--- config.mk ---
export PLATFORM = sky130hd
export DESIGN_NAME = two_road_traffic_light_controller
export DESIGN_NICKNAME = d
export VERILOG_FILES = /design/src/rtl/trlc_pkg.sv /design/src/rtl/two_road_traffic_light_controller.sv
export SDC_FILE = /design/constraint.sdc
export NUM_CORES = 1
export LEC_CHECK = 0
export ABC_CLOCK_PERIOD_IN_PS = 3600
export BUFFER_PORTS_ARGS = -buffer_cell sky130_fd_sc_hd__buf_2
export CORE_UTILIZATION = 45
export CTS_CLUSTER_DIAMETER = 40
export DETAILED_ROUTE_END_ITERATION = 10
export GPL_ROUTABILITY_DRIVEN = 0
export PLACE_DENSITY = 0.75
export SYNTH_ARGS = -nofsm -noshare
export SYNTH_HDL_FRONTEND = slang
export SYNTH_SLANG_ARGS = --single-unit
--- constraint.sdc ---
create_clock -name clk_i -period 3.6 [get_ports clk_i]
set_input_delay 0.72 -clock clk_i [delete_from_list [all_inputs] [get_ports clk_i]]
set_output_delay 0.72 -clock clk_i [all_outputs]
set_load 0.05 [all_outputs]
--- src/rtl/trlc_pkg.sv ---
// ----------------------------------------------------------------------------
// trlc_pkg
// Types, constants and lamp tables for the two-road traffic light controller.
// ----------------------------------------------------------------------------
`timescale 1ns / 1ps

package trlc_pkg;

  localparam int unsigned TimeW = 7;
  localparam int unsigned DispW = 8;
  localparam int unsigned LampW = 3;

  localparam logic [TimeW-1:0] EditMax       = 7'd99;
  localparam logic [TimeW-1:0] EditMin       = 7'd1;
  localparam logic [TimeW-1:0] RedTimeRst    = 7'd5;
  localparam logic [TimeW-1:0] YellowTimeRst = 7'd2;
  localparam logic [TimeW-1:0] GreenTimeRst  = 7'd3;

  // lamp bit positions: red, yellow, green
  localparam logic [LampW-1:0] LampOff    = 3'b000;
  localparam logic [LampW-1:0] LampRed    = 3'b100;
  localparam logic [LampW-1:0] LampYellow = 3'b010;
  localparam logic [LampW-1:0] LampGreen  = 3'b001;

  // pending event bits
  localparam int unsigned PendTick   = 0;
  localparam int unsigned PendBlink  = 1;
  localparam int unsigned PendModify = 2;
  localparam int unsigned PendSet    = 3;

  typedef enum logic [2:0] {
    MODE_INIT        = 3'd0,
    MODE_RUN         = 3'd1,
    MODE_EDIT_RED    = 3'd2,
    MODE_EDIT_YELLOW = 3'd3,
    MODE_EDIT_GREEN  = 3'd4
  } mode_e;

  typedef enum logic [2:0] {
    PH_INIT      = 3'd0,
    PH_R1_GREEN  = 3'd1,
    PH_R1_AMBER  = 3'd2,
    PH_R2_GREEN  = 3'd3,
    PH_R2_AMBER  = 3'd4
  } phase_e;

  function automatic logic [LampW-1:0] road1_lamp(input phase_e ph);
    logic [LampW-1:0] l;
    case (ph)
      PH_R1_GREEN: l = LampGreen;
      PH_R1_AMBER: l = LampYellow;
      PH_R2_GREEN: l = LampRed;
      PH_R2_AMBER: l = LampRed;
      default:     l = LampOff;
    endcase
    return l;
  endfunction

  function automatic logic [LampW-1:0] road2_lamp(input phase_e ph);
    logic [LampW-1:0] l;
    case (ph)
      PH_R1_GREEN: l = LampRed;
      PH_R1_AMBER: l = LampRed;
      PH_R2_GREEN: l = LampGreen;
      PH_R2_AMBER: l = LampYellow;
      default:     l = LampOff;
    endcase
    return l;
  endfunction

endpackage

--- src/rtl/two_road_traffic_light_controller.sv ---
// Each input transfer's result is registered and appears on the output in the next cycle.
// Throughput: one item per cycle while the output is not stalled; the state update is a single registered pass.
// Input is stalled only while a result is held by a stalled output.
// Reset (asynchronous, active low): init mode, all lamps off, display zero,
// durations red 5, yellow 2, green 3, no events pending, output empty.
// ----------------------------------------------------------------------------
// two_road_traffic_light_controller
// Two-road light sequencer with countdown display and editable durations.
// ----------------------------------------------------------------------------
`timescale 1ns / 1ps

module two_road_traffic_light_controller
  import trlc_pkg::*;
(
  input  logic             clk_i,
  input  logic             rst_ni,

  input  logic             in_valid_i,
  output logic             in_stall_o,
  input  logic             second_tick_i,
  input  logic             blink_tick_i,
  input  logic             mode_press_i,
  input  logic             modify_press_i,
  input  logic             set_press_i,

  output logic             out_valid_o,
  input  logic             out_stall_i,
  output logic [LampW-1:0] road1_lights_o,
  output logic [LampW-1:0] road2_lights_o,
  output logic [DispW-1:0] display_left_o,
  output logic [DispW-1:0] display_right_o,
  output logic [2:0]       operating_mode_o
);

  mode_e            mode_q, mode_d;
  phase_e           phase_q, phase_d;
  logic [TimeW-1:0] cd_q, cd_d;
  logic [TimeW-1:0] red_q, red_d;
  logic [TimeW-1:0] yel_q, yel_d;
  logic [TimeW-1:0] grn_q, grn_d;
  logic [TimeW-1:0] edit_q, edit_d;
  logic [LampW-1:0] lamp1_q, lamp1_d;
  logic [LampW-1:0] lamp2_q, lamp2_d;
  logic [DispW-1:0] left_q, left_d;
  logic [DispW-1:0] right_q, right_d;
  logic [3:0]       pend_q, pend_d;
  logic             out_valid_q;

  logic             in_xfer;
  logic [DispW-1:0] cd_wide;
  logic [DispW-1:0] cd_plus_yel;
  logic [DispW-1:0] edit_inc;
  logic [LampW-1:0] edit_lamp;
  logic [DispW-1:0] edit_code;

  assign in_stall_o = out_valid_q & out_stall_i;
  assign in_xfer    = in_valid_i & ~in_stall_o;

  always_comb begin
    mode_d  = mode_q;
    phase_d = phase_q;
    cd_d    = cd_q;
    red_d   = red_q;
    yel_d   = yel_q;
    grn_d   = grn_q;
    edit_d  = edit_q;
    lamp1_d = lamp1_q;
    lamp2_d = lamp2_q;
    left_d  = left_q;
    right_d = right_q;
    pend_d  = pend_q | {set_press_i, modify_press_i, blink_tick_i, second_tick_i};
    cd_wide     = '0;
    cd_plus_yel = '0;
    edit_inc    = '0;
    edit_lamp   = LampOff;
    edit_code   = '0;

    if (mode_press_i) begin
      case (mode_q)
        MODE_RUN: begin
          mode_d  = MODE_EDIT_RED;
          lamp1_d = LampOff;
          lamp2_d = LampOff;
          edit_d  = red_q;
        end
        MODE_EDIT_RED: begin
          mode_d  = MODE_EDIT_YELLOW;
          lamp1_d = LampOff;
          lamp2_d = LampOff;
          edit_d  = yel_q;
        end
        MODE_EDIT_YELLOW: begin
          mode_d  = MODE_EDIT_GREEN;
          lamp1_d = LampOff;
          lamp2_d = LampOff;
          edit_d  = grn_q;
        end
        MODE_EDIT_GREEN: begin
          mode_d  = MODE_RUN;
          phase_d = PH_INIT;
        end
        default: ;
      endcase
    end

    case (mode_d)
      MODE_INIT: begin
        mode_d = MODE_RUN;
      end
      MODE_RUN: begin
        if (phase_d == PH_INIT) begin
          cd_d    = grn_q;
          phase_d = PH_R1_GREEN;
        end else if (phase_d <= PH_R2_AMBER) begin
          lamp1_d = road1_lamp(phase_d);
          lamp2_d = road2_lamp(phase_d);
          if (pend_d[PendTick]) begin
            pend_d[PendTick] = 1'b0;
            if (cd_d != '0) begin
              cd_d = cd_d - 1'b1;
            end
          end
          cd_wide     = {1'b0, cd_d};
          cd_plus_yel = {1'b0, cd_d} + {1'b0, yel_q};
          left_d  = cd_wide;
          right_d = cd_wide;
          case (phase_d)
            PH_R1_GREEN: begin
              if (cd_d == '0) begin
                cd_d    = yel_q;
                phase_d = PH_R1_AMBER;
                left_d  = {1'b0, yel_q} + {1'b0, yel_q};
                right_d = {1'b0, yel_q};
              end else begin
                left_d = cd_plus_yel;
              end
            end
            PH_R1_AMBER: begin
              if (cd_d == '0) begin
                cd_d    = grn_q;
                phase_d = PH_R2_GREEN;
                left_d  = {1'b0, grn_q};
                right_d = {1'b0, grn_q};
              end
            end
            PH_R2_GREEN: begin
              if (cd_d == '0) begin
                cd_d    = yel_q;
                phase_d = PH_R2_AMBER;
                left_d  = {1'b0, yel_q};
                right_d = {1'b0, yel_q} + {1'b0, yel_q};
              end else begin
                right_d = cd_plus_yel;
              end
            end
            PH_R2_AMBER: begin
              if (cd_d == '0) begin
                cd_d    = grn_q;
                phase_d = PH_R1_GREEN;
                left_d  = {1'b0, grn_q};
                right_d = {1'b0, grn_q};
              end
            end
            default: ;
          endcase
        end
      end
      MODE_EDIT_RED, MODE_EDIT_YELLOW, MODE_EDIT_GREEN: begin
        case (mode_d)
          MODE_EDIT_RED:    edit_lamp = LampRed;
          MODE_EDIT_YELLOW: edit_lamp = LampYellow;
          default:          edit_lamp = LampGreen;
        endcase
        edit_code = {{(DispW-3){1'b0}}, mode_d};
        if (pend_d[PendBlink]) begin
          pend_d[PendBlink] = 1'b0;
          left_d  = edit_code;
          right_d = {1'b0, edit_d};
          lamp1_d = lamp1_d ^ edit_lamp;
          lamp2_d = lamp2_d ^ edit_lamp;
        end
        if (pend_d[PendModify]) begin
          pend_d[PendModify] = 1'b0;
          edit_inc = {1'b0, edit_d} + 1'b1;
          if (edit_inc > {1'b0, EditMax}) begin
            edit_d = EditMin;
          end else begin
            edit_d = edit_inc[TimeW-1:0];
          end
        end
        if (pend_d[PendSet]) begin
          pend_d[PendSet] = 1'b0;
          case (mode_d)
            MODE_EDIT_RED:    red_d = edit_d;
            MODE_EDIT_YELLOW: yel_d = edit_d;
            default:          grn_d = edit_d;
          endcase
        end
      end
      default: ;
    endcase
  end

  always_ff @(posedge clk_i or negedge rst_ni) begin
    if (!rst_ni) begin
      mode_q      <= MODE_INIT;
      phase_q     <= PH_INIT;
      cd_q        <= '0;
      red_q       <= RedTimeRst;
      yel_q       <= YellowTimeRst;
      grn_q       <= GreenTimeRst;
      edit_q      <= '0;
      lamp1_q     <= LampOff;
      lamp2_q     <= LampOff;
      left_q      <= '0;
      right_q     <= '0;
      pend_q      <= '0;
      out_valid_q <= 1'b0;
    end else begin
      if (in_xfer) begin
        mode_q  <= mode_d;
        phase_q <= phase_d;
        cd_q    <= cd_d;
        red_q   <= red_d;
        yel_q   <= yel_d;
        grn_q   <= grn_d;
        edit_q  <= edit_d;
        lamp1_q <= lamp1_d;
        lamp2_q <= lamp2_d;
        left_q  <= left_d;
        right_q <= right_d;
        pend_q  <= pend_d;
      end
      if (in_xfer) begin
        out_valid_q <= 1'b1;
      end else if (!out_stall_i) begin
        out_valid_q <= 1'b0;
      end
    end
  end

  assign out_valid_o      = out_valid_q;
  assign road1_lights_o   = lamp1_q;
  assign road2_lights_o   = lamp2_q;
  assign display_left_o   = left_q;
  assign display_right_o  = right_q;
  assign operating_mode_o = mode_q;

`ifndef SYNTH
  a_xfer_gives_result: assert property (@(posedge clk_i) disable iff (!rst_ni)
    in_xfer |=> out_valid_o)
    else $error("transfer did not produce a result");

  a_running_countdown: assert property (@(posedge clk_i) disable iff (!rst_ni)
    (mode_q == MODE_RUN && phase_q != PH_INIT) |-> (cd_q != '0))
    else $error("countdown at zero while sequencing");

  a_edit_range: assert property (@(posedge clk_i) disable iff (!rst_ni)
    (mode_q == MODE_EDIT_RED || mode_q == MODE_EDIT_YELLOW ||
     mode_q == MODE_EDIT_GREEN) |-> (edit_q >= EditMin && edit_q <= EditMax))
    else $error("edited duration out of range");

  a_edit_consumes: assert property (@(posedge clk_i) disable iff (!rst_ni)
    (mode_q == MODE_EDIT_RED || mode_q == MODE_EDIT_YELLOW ||
     mode_q == MODE_EDIT_GREEN) |-> (pend_q[PendSet:PendBlink] == '0))
    else $error("edit events left pending");
`endif

endmodule
==> impl_metrics.csv, run 1 <==
group,metric,value,unit
power_and_ir_drop,leakage,2.640,nW
clock_network,clkLatencyLatePin,0.37,ns
global_route,grtUsageMet2,46.57,%
global_route,top_usage_layer,"met2",
sta,relSlewSlack,39.17,%
sta,fin_hold_ws,0.2896,ns
layout,finalNonFillerCells,824,
sta,worst_slew_pin_slew,0.9092,ns
worst_setup_path,cpPeakStageDelay,0.42,ns
clock_network,cts_made_buffers,9,
floorplan,core,10840,um^2
global_route,grt_pass1_vias,5074,
floorplan,die_area,11590,um^2
clock_network,cts_tree,"done",
drt,totalWireLength,15690,um
worst_setup_path,crit_path_cell_trace,"inv_4 > ha_4 > o21ai_2 > buf_4 > and2_1 > o32ai_1 > and3b_2 > a21o_1 > ha_2 > inv_2 > fa_2 > nor2b_2 > o21ai_2 > a21boi_2 > o21ai_1 > nand2b_1 > xnor2_2 > o221ai_1 > a22o_1",
global_route,grt_max_degree,51,
synth,async_reset_ff_share,100.0,%
drt,drt_iter0_markers,579,
synth,synth-seq-cells,68,
placed_design,place_ws,-0.1849,ns
sta,rsz0062_at_grt,"yes",
layout,multi_input_area,3188,um^2
worst_setup_path,cp-start-kind,"flip-flop",
global_route,antenna_found_initial,0,
drt,via_per_inst,6.347,
synth,synth_cell_types,80,
worst_setup_path,end_kind,"flip-flop",
worst_setup_path,cp_max_fo,5,
worst_setup_path,crit_buf_inv,3,
placed_design,portBuffers,35,
drt,wl_per_cell,19.04,um
clock_network,clockBufferDepth,2,
sta,post-route-min-period,3.513,ns
synth,synth_nets,635,
placed_design,placedCellCount,805,
power_and_ir_drop,p_per_area,904.0,nW/um^2
layout,fill_cells,978,
drt,drtAntennaViolNets,0,
layout,areaGrowthSynthToFinish,19.16,%
sta,drv_slew,0,
drt,drt_pass1_iterations,5,
synth,yosysWarnings,0,
synth,syn_area,5022,um^2
synth,synth-seq-area-share,34.01,%
sta,final.setup.worst_slack,0.08710,ns
clock_network,cts_hold_buf,0,
power_and_ir_drop,ir_drop,479.0,uV
floorplan,die_h,107.6,um
worst_setup_path,crit_family,"compound AO/OA/AOI/OAI gates",
job,max_cap_violations,0,
layout,diodes,0,
worst_setup_path,reg2reg_depth,19,
worst_setup_path,required,3.86,ns
synth,ys_dominant_reg_cell,"dfrtp_1",
worst_setup_path,r2r-end,"display_left_o[6]$_DFFE_PN0P_",
floorplan,rows,38,
synth,syn_inst,615,
sta,max_freq,284.7,MHz
sta,setup_viol,0,
placed_design,place_hpwl,11540,um
clock_network,cts_root_buffer,"clkbuf_8",
global_route,overflow,0,
layout,final_cell_area,5984,um^2
clock_network,numClockSinks,68,
placed_design,dpl-instance-area,5623,um^2
sta,finalCritPeriodShare,97.58,%
sta,finClkSkew,0.008384,ns
global_route,grt_use_met3,4.722,%
worst_setup_path,r2r_slack,0.09,ns
sta,hold_violations,0,
floorplan,pin_count,36,
worst_setup_path,rr_startpoint,"cd_q[0]$_DFFE_PN0P_",
global_route,use_met1,35.93,%
layout,nets,699,
worst_setup_path,critPathKind,"reg2reg",
clock_network,htree_levels,3,
worst_setup_path,crit_top_cell,"o21ai_2",
worst_setup_path,cp-startpoint,"cd_q[0]$_DFFE_PN0P_",
sta,fin_tns_setup,0,ns
hold_path,hold_class,"in2async",
layout,final-seq-area,1709,um^2
status,run_status,"finished, final reports clean",
clock_network,clkTransAtPathRegs,0.08,ns
global_route,track_usage,28.23,%
worst_setup_path,crit_arrival,3.77,ns
synth,syn_area_per_cell,8.166,um^2
drt,route.detailed.drc,0,
global_route,grt_pass1_wl,25480,um
layout,drive_gt1_share,24.27,%
worst_setup_path,cp_slowest_cell,"dfrtp_1",
synth,synth_edf_count,0,
floorplan,start_util,46.33,%
drt,route.vias.total,5230,
floorplan,dieWidth,107.6,um
[worst reg2reg max path: stages (launching register included)]
cell and delay [ns]:
dfrtp_1 0.42, inv_4 0.10, ha_4 0.16, o21ai_2 0.10
buf_4 0.15, and2_1 0.16, o32ai_1 0.24, and3b_2 0.25
a21o_1 0.14, ha_2 0.19, inv_2 0.05, fa_2 0.40
nor2b_2 0.14, o21ai_2 0.10, a21boi_2 0.17, o21ai_1 0.07
nand2b_1 0.11, xnor2_2 0.12, o221ai_1 0.13, a22o_1 0.22
[per-stage QoR]
step,power [mW],util [%]
global placement,4.236,51.87
CTS,5.145,54.12
finish,5.410,55.21
floorplan,3.422,-
global route,5.749,55.21
detailed placement,4.361,51.87
[worst max path at each step]
stage | to | depth (start not counted)
floorplan | display_left_o[6]$_DFFE_PN0P_ | 18
global placement | display_left_o[6]$_DFFE_PN0P_ | 17
detailed placement | display_left_o[6]$_DFFE_PN0P_ | 17
CTS | display_left_o[6]$_DFFE_PN0P_ | 19
global route | display_left_o[6]$_DFFE_PN0P_ | 16
finish | display_left_o[6]$_DFFE_PN0P_ | 19
[metal layers]
layer | up-vias | wire length [um]
met5 | - | 0
met4 | 0 | 630
met3 | 63 | 1191
met2 | 271 | 7517
met1 | 2495 | 6349
li1 | 2401 | -
[repair_timing]
| item | 4_1_cts | 5_1_grt |
|---|---|---|
| pin swaps | 1 | 15 |
| buffers inserted | 1 | 2 |
| resized for setup | 2 | 26 |
| setup endpoints to repair | 2 | 8 |
[sequential cells by signal (all words and copies together), names as in the netlist]
name / count
cd_q: 7
display_left_o: 8
display_right_o: 8
edit_q: 7
grn_q: 7
operating_mode_o: 3
out_valid_o: 1
pend_q: 4
phase_q: 3
red_q: 7
road1_lights_o: 3
road2_lights_o: 3
yel_q: 7
[cells in the mapped netlist (all sizes together), types with 3 or more instances]
cell | number | area, um^2
a22o | 5 | 43.79
o221ai | 7 | 67.56
o21ai | 46 | 230.2
a221oi | 7 | 61.31
o31ai | 3 | 22.52
mux2 | 3 | 37.53
dfrtp | 63 | 1577
nor2 | 78 | 300.3
a22oi | 11 | 97.60
nand4 | 3 | 18.77
mux2i | 13 | 130.1
buf | 17 | 108.9
xnor2 | 8 | 70.07
dfstp | 5 | 131.4
a32oi | 6 | 52.55
and2 | 4 | 25.02
nand2 | 45 | 168.9
a31oi | 14 | 102.6
o221a | 3 | 33.78
nand2b | 11 | 83.83
or2 | 8 | 50.05
nor3 | 12 | 60.06
o22ai | 6 | 37.54
a21oi | 76 | 384.1
and3 | 8 | 50.05
nor4 | 4 | 40.04
a21boi | 3 | 22.52
a211oi | 8 | 60.06
a21o | 12 | 90.09
nor2b | 11 | 76.32
inv | 24 | 90.09
o32ai | 3 | 26.28
ha | 10 | 125.1
o211ai | 3 | 22.52
clkbuf | 20 | 75.07
nand3 | 13 | 65.06
o21a | 6 | 45.04
[cell usage in the layout, fill, tap and decap left out, types with 4 or more instances in the layout]
master / netlist / final
ha_1: 10 / 5
nor2b_1: 10 / 8
dfstp_2: 5 / 5
nor2_1: 77 / 76
o21ai_1: 8 / 11
o221ai_1: 6 / 6
a21oi_1: 75 / 73
mux2i_1: 13 / 13
nor3_1: 12 / 12
nand3_1: 13 / 13
a21o_1: 12 / 12
o21a_1: 6 / 6
a22oi_1: 8 / 8
buf_4: 3 / 55
inv_1: 24 / 22
a221oi_1: 7 / 6
a211oi_1: 8 / 8
ha_4: 0 / 4
a31oi_1: 13 / 12
dfrtp_1: 63 / 62
a32oi_1: 6 / 6
or2_2: 6 / 6
xnor2_1: 8 / 7
a22o_1: 5 / 5
buf_2: 9 / 35
o22ai_1: 6 / 5
clkbuf_8: 0 / 11
nand2_1: 45 / 44
o21ai_0: 38 / 33
and3_1: 8 / 8
nand2b_1: 9 / 8
[power by group]
group          internal (mW)  switching (mW)  leakage [nW]  total, mW
sequential              1.07           0.383         0.811       1.45
clock                  0.427           0.319         0.113      0.746
combinational           1.34            1.87          1.72       3.21
total                   2.84            2.57          2.64       5.41
[layout make-up]
type / instances / area share, %
flip-flops and latches: 68 / 28.56
well taps: 140 / 2.927
clock inverters: 4 / 1.213
clock buffers: 12 / 2.593
repair buffers: 90 / 9.826
multi-input cells: 485 / 53.27
inverters: 25 / 1.610
[cell families (layout without fill, tap and decap cells)]
logic type | Yosys count | count (layout) | synth area share (%)
mux | 16 | 16 | 3.338
buf+inv | 62 | 131 | 5.531
simple gates | 207 | 207 | 20.40
xor+xnor | 10 | 10 | 1.744
fa+ha+maj | 11 | 11 | 2.890
compound gates | 241 | 241 | 32.09
flops | 68 | 68 | 34.01
Note: power is estimated with default switching activity, not from simulation.
==> run 2: changes to the inputs <==
CORE_ASPECT_RATIO = 1.25   (was unset)
SETUP_SLACK_MARGIN = 0.5   (was unset)
==> impl_metrics.csv, run 2 (synthesis results as in run 1) <==
group,metric,value,unit
worst_setup_path,required,3.83,ns
worst_setup_path,crit_path_cell_trace,"inv_4 > ha_4 > nor2b_4 > buf_6 > buf_4 > nand4_1 > a31oi_4 > and2_4 > mux2_4 > ha_4 > nor2b_4 > o21ai_2 > a21boi_2 > o21ai_1 > nand2b_1 > xnor2_2 > o221ai_2 > a22o_1",
drt,via_per_inst,6.646,
clock_network,htree_levels,3,
sta,finalCritPeriodShare,101.0,%
floorplan,start_util,46.85,%
layout,nets,717,
floorplan,pin_count,36,
placed_design,portBuffers,35,
sta,setup_viol,5,
drt,route.detailed.drc,0,
worst_setup_path,cp_slowest_cell,"dfrtp_1",
placed_design,place_hpwl,11740,um
sta,post-route-min-period,3.635,ns
layout,finalNonFillerCells,834,
sta,final.setup.worst_slack,-0.03511,ns
global_route,overflow,0,
floorplan,die_area,11590,um^2
floorplan,core,10720,um^2
power_and_ir_drop,seqPwrFrac,22.3,%
power_and_ir_drop,pwr-share-comb,61.4,%
power_and_ir_drop,switchingPower,2.942,mW
layout,fill_cells,882,
hold_path,hold_class,"reg2reg",
power_and_ir_drop,leakage,2.828,nW
layout,areaGrowthSynthToFinish,27.93,%
sta,drv_slew,0,
sta,rsz0062_at_grt,"yes",
global_route,antenna_found_initial,0,
job,max_cap_violations,0,
clock_network,numClockSinks,68,
global_route,grt_pass1_vias,5577,
worst_setup_path,cp-start-kind,"flip-flop",
sta,finClkSkew,0.007421,ns
power_and_ir_drop,p_int,3.467,mW
sta,max_freq,275.1,MHz
worst_setup_path,end_kind,"flip-flop",
power_and_ir_drop,p_per_area,997.4,nW/um^2
drt,drtAntennaViolNets,0,
placed_design,placedCellCount,792,
layout,drive_gt1_share,30.34,%
clock_network,clkLatencyLatePin,0.34,ns
clock_network,cts_root_buffer,"clkbuf_16",
worst_setup_path,crit_arrival,3.86,ns
clock_network,cts_hold_buf,0,
status,run_status,"finished with violations",
worst_setup_path,cpPeakStageDelay,0.41,ns
floorplan,rows,42,
sta,relSlewSlack,24.80,%
sta,worst_slew_pin_slew,1.116,ns
power_and_ir_drop,clkPwrFrac,16.4,%
drt,wl_per_cell,20.99,um
status,violations,"setup timing",
clock_network,clkTransAtPathRegs,0.06,ns
global_route,grt_max_degree,69,
global_route,track_usage,31.82,%
worst_setup_path,crit_buf_inv,3,
floorplan,dieWidth,96.49,um
drt,drt_iter0_markers,744,
clock_network,cts_made_buffers,9,
worst_setup_path,cp_max_fo,4,
global_route,grt_pass1_wl,27900,um
worst_setup_path,critPathKind,"reg2reg",
floorplan,die_h,120.1,um
worst_setup_path,crit_family,"compound AO/OA/AOI/OAI gates",
sta,hold_violations,0,
power_and_ir_drop,swShare,45.90,%
drt,totalWireLength,17510,um
layout,diodes,0,
clock_network,clockBufferDepth,2,
layout,final_cell_mix,"nor2_1 (72), a21oi_1 (70), buf_4 (69)",
power_and_ir_drop,ir_drop,454.2,uV
layout,final_common_cell,"nor2_1",
drt,drt_pass1_iterations,8,
sta,fin_hold_ws,0.4727,ns
clock_network,cts_tree,"done",
drt,route.vias.total,5543,
run 2: cell count changes in the layout (fill, tap and decap cells not counted), moves of 4 or more:
cell,before,now
buf_4,55,69
clkbuf_8,11,1
clkbuf_16,0,9
nor2_1,76,72
nor2_2,1,5
run 2: worst paths after layout:
kind,from,endpoint,slack (ns),cells after the start
min reg2reg,red_q[0]$_DFFE_PN1P_,red_q[0]$_DFFE_PN1P_,0.47,2
min in group asynchronous,rst_ni,out_valid_o$_DFFE_PN0P_,0.58,2
min,red_q[0]$_DFFE_PN1P_,red_q[0]$_DFFE_PN1P_,0.47,2
max in group asynchronous,rst_ni,cd_q[3]$_DFFE_PN0P_,2.38,2
max reg2reg,cd_q[1]$_DFFE_PN0P_,display_left_o[6]$_DFFE_PN0P_,-0.04,18
max,cd_q[1]$_DFFE_PN0P_,display_left_o[6]$_DFFE_PN0P_,-0.04,18
run 2: worst reg2reg max path: stages, from the launching register on:
cell,delay (ns)
dfrtp_1,0.41
inv_4,0.11
ha_4,0.19
nor2b_4,0.23
buf_6,0.14
buf_4,0.11
nand4_1,0.17
a31oi_4,0.26
and2_4,0.19
mux2_4,0.32
ha_4,0.24
nor2b_4,0.13
o21ai_2,0.15
a21boi_2,0.09
o21ai_1,0.13
nand2b_1,0.12
xnor2_2,0.21
o221ai_2,0.11
a22o_1,0.22
run 2: area by class of cell:
class	instances	area [um^2]	area share [%]
tap	132	165.2	2.571
timing repair buffer	108	747.0	11.63
inverter	25	101.3	1.577
clock buffer	10	239.0	3.720
sequential	68	1712	26.64
multi-input combinational	485	3349	52.13
clock inverter	6	111.4	1.733
run 2: per-stage QoR:
stage | setup WS (ns) | TNS (ns) | cell area, um^2 | power (mW) | utilization, %
finish | -0.03511 | -0.08537 | 6425 | 6.409 | 59.93
global route | -0.2948 | -2.253 | 6425 | 6.788 | 59.93
CTS | 0.1156 | 0 | 6167 | 5.754 | 57.53
detailed placement | -0.08346 | -0.1126 | 5594 | 4.339 | 52.18
global placement | 0.003801 | 0 | 5594 | 4.222 | 52.18
floorplan | 0.1021 | 0 | 5091 | 3.450 | -
run 2: what timing repair did:
action / CTS / global route
pin swaps: 25 / 28
resized for setup: 24 / 39
setup buffers: 17 / 9
endpoints found under the setup margin: 22 / 37
run 2: power groups by stage:
stage	logic (mW)	registers (mW)	clock network, mW
CTS	3.30	1.40	1.05
floorplan	1.82	1.63	0
detailed placement	2.93	1.41	0
global route	4.23	1.46	1.10
global placement	2.82	1.40	0
finish	3.93	1.43	1.05
run 2: per-layer routing:
layer  wire length [um]  share of wire [%]  up-vias  GRT usage, %
met2               8553                 49      349         50.18
met4               1304                7.4        0         21.05
met3               1292                7.4      127         10.20
li1                   -                  -     2452             -
met5                  0                  0        -             0
met1               6359                 36     2615         36.11
==> run 3: changes to the inputs <==
ABC_CLOCK_PERIOD_IN_PS = 4610   (was 3600)
PLACE_DENSITY = 0.72   (was 0.75)
clock period = 4.61 ns   (was 3.6 ns; I/O delays follow)
==> impl_metrics.csv, run 3 (synthesis results as in run 1) <==
group,metric,value,unit
layout,diodes,0,
layout,nets,664,
drt,totalWireLength,15620,um
sta,post-route-min-period,3.920,ns
sta,worst_slew_pin_slew,1.008,ns
clock_network,numClockSinks,68,
worst_setup_path,crit_end,"display_left_o[6]$_DFFE_PN0P_",
placed_design,portBuffers,35,
status,run_status,"finished, final reports clean",
power_and_ir_drop,p_per_area,710.8,nW/um^2
clock_network,cts_tree,"done",
power_and_ir_drop,swShare,47.73,%
sta,setup_viol,0,
global_route,track_usage,29.52,%
worst_setup_path,cp-start-kind,"flip-flop",
drt,drt_iter0_markers,400,
drt,drtAntennaViolNets,0,
worst_setup_path,end_kind,"flip-flop",
hold_path,min_path_cells,2,
clock_network,clkLatencyLatePin,0.35,ns
power_and_ir_drop,design_power_total,4.085,mW
worst_setup_path,r2r-end,"display_left_o[6]$_DFFE_PN0P_",
floorplan,pin_count,36,
worst_setup_path,reg2reg_depth,17,
layout,drive_gt1_share,18.49,%
sta,finalCritPeriodShare,85.03,%
layout,areaGrowthSynthToFinish,14.42,%
global_route,grt_pass1_vias,4950,
floorplan,start_util,46.85,%
clock_network,cts_root_buffer,"clkbuf_16",
placed_design,place_hpwl,11100,um
floorplan,rows,42,
drt,via_per_inst,6.557,
clock_network,clkTransAtPathRegs,0.06,ns
power_and_ir_drop,leakage,2.496,nW
floorplan,dieWidth,96.49,um
floorplan,core,10720,um^2
sta,finClkSkew,0.005958,ns
clock_network,cts_hold_buf,0,
global_route,antenna_found_initial,0,
layout,final_common_cell,"nor2_1",
global_route,grt_max_degree,37,
worst_setup_path,cp-startpoint,"cd_q[2]$_DFFE_PN0P_",
clock_network,cts_made_buffers,9,
worst_setup_path,critPathKind,"reg2reg",
sta,drv_slew,0,
drt,route.vias.total,5121,
clock_network,htree_levels,3,
sta,fin_tns_setup,0,ns
sta,relSlewSlack,32.41,%
drt,route.detailed.drc,0,
drt,drt_pass1_iterations,7,
global_route,grt_pass1_wl,26130,um
power_and_ir_drop,seqPwrFrac,27.9,%
worst_setup_path,crit_arrival,4.16,ns
floorplan,die_area,11590,um^2
floorplan,die_h,120.1,um
hold_path,hold_start,"red_q[0]$_DFFE_PN1P_",
layout,final_cell_mix,"nor2_1 (76), a21oi_1 (74), dfrtp_1 (60)",
worst_setup_path,required,4.85,ns
sta,hold_violations,0,
worst_setup_path,r2r_slack,0.69,ns
layout,finalNonFillerCells,781,
global_route,overflow,0,
power_and_ir_drop,switchingPower,1.949,mW
hold_path,hold_class,"reg2reg",
placed_design,placedCellCount,759,
power_and_ir_drop,p_int,2.135,mW
sta,rsz0062_at_grt,"no",
power_and_ir_drop,ir_drop,227.4,uV
worst_setup_path,cp_max_fo,9,
job,max_cap_violations,0,
sta,max_freq,255.1,MHz
drt,wl_per_cell,20.00,um
power_and_ir_drop,clkPwrFrac,18.4,%
power_and_ir_drop,pwr-share-comb,53.7,%
worst_setup_path,rr_startpoint,"cd_q[2]$_DFFE_PN0P_",
clock_network,clockBufferDepth,2,
[run 3: cell count changes in the layout (fill, tap and decap cells not counted), moves of 5 or more]
cell / change
buf_4: -49
o21ai_2: -5
nor2_2: -5
o21ai_0: +6
[run 3: worst max-delay path, stage by stage, from the launching register on]
cell and delay, ns:
dfrtp_1 0.57, nor4_4 0.12, buf_4 0.15, buf_4 0.14, a2111oi_2 0.31, o21ai_1 0.15
a31oi_1 0.25, and2_4 0.19, mux2_4 0.32, ha_1 0.32, nor2b_1 0.15, o21ai_1 0.16
a21boi_1 0.11, o21ai_0 0.18, nand2b_1 0.13, xnor2_2 0.17, o221ai_1 0.15, a22o_1 0.25
[run 3: how the worst min path moves through the flow]
stage | to | slack [ns]
finish | red_q[0]$_DFFE_PN1P_ | 0.47
global route | red_q[0]$_DFFE_PN1P_ | 0.51
CTS | red_q[0]$_DFFE_PN1P_ | 0.47
detailed placement | red_q[0]$_DFFE_PN1P_ | 0.46
global placement | red_q[0]$_DFFE_PN1P_ | 0.45
floorplan | red_q[0]$_DFFE_PN1P_ | 0.44
[run 3: final cells by class]
type | instances | area (um^2)
multi-input combinational | 485 | 3127
timing repair buffer | 55 | 325.3
clock inverter | 7 | 91.34
inverter | 25 | 101.3
tap | 132 | 165.2
fill | 1026 | 4974
clock buffer | 9 | 225.2
sequential | 68 | 1712
[run 3: per-layer routing]
metal,up-vias,track usage (%),wire (um)
li1,2347,-,-
met1,2457,37.26,6259
met2,252,45.55,7660
met3,65,7.541,927
met4,0,15.72,772
met5,-,0,0
[run 3: power groups by stage]
stage          sequential [mW]  combinational (mW)  clock (mW)
2_1_floorplan             1.27                1.36           0
3_3_place_gp              1.11                1.94           0
3_5_place_dp              1.12                2.00           0
4_1_cts                   1.12                2.03       0.755
5_1_grt                   1.16                2.40       0.783
6_report                  1.14                2.19       0.752
[run 3: through the flow]
stage / utilization (%) / cell area [um^2] / hold slack (ns) / setup slack [ns]
global route: 53.61 / 5747 / 0.5094 / 0.4872
CTS: 52.46 / 5624 / 0.4683 / 0.5123
finish: 53.61 / 5747 / 0.4680 / 0.6903
global placement: 49.29 / 5284 / 0.4533 / 0.3922
floorplan: - / 5022 / 0.4440 / 0.5139
detailed placement: 49.29 / 5284 / 0.4556 / 0.1566
[run 3: repair_timing]
action / CTS / global route
pin swaps: 1 / 4
setup endpoints to repair: 4 / 8
buffers inserted: 0 / 6
resized for setup: 8 / 21
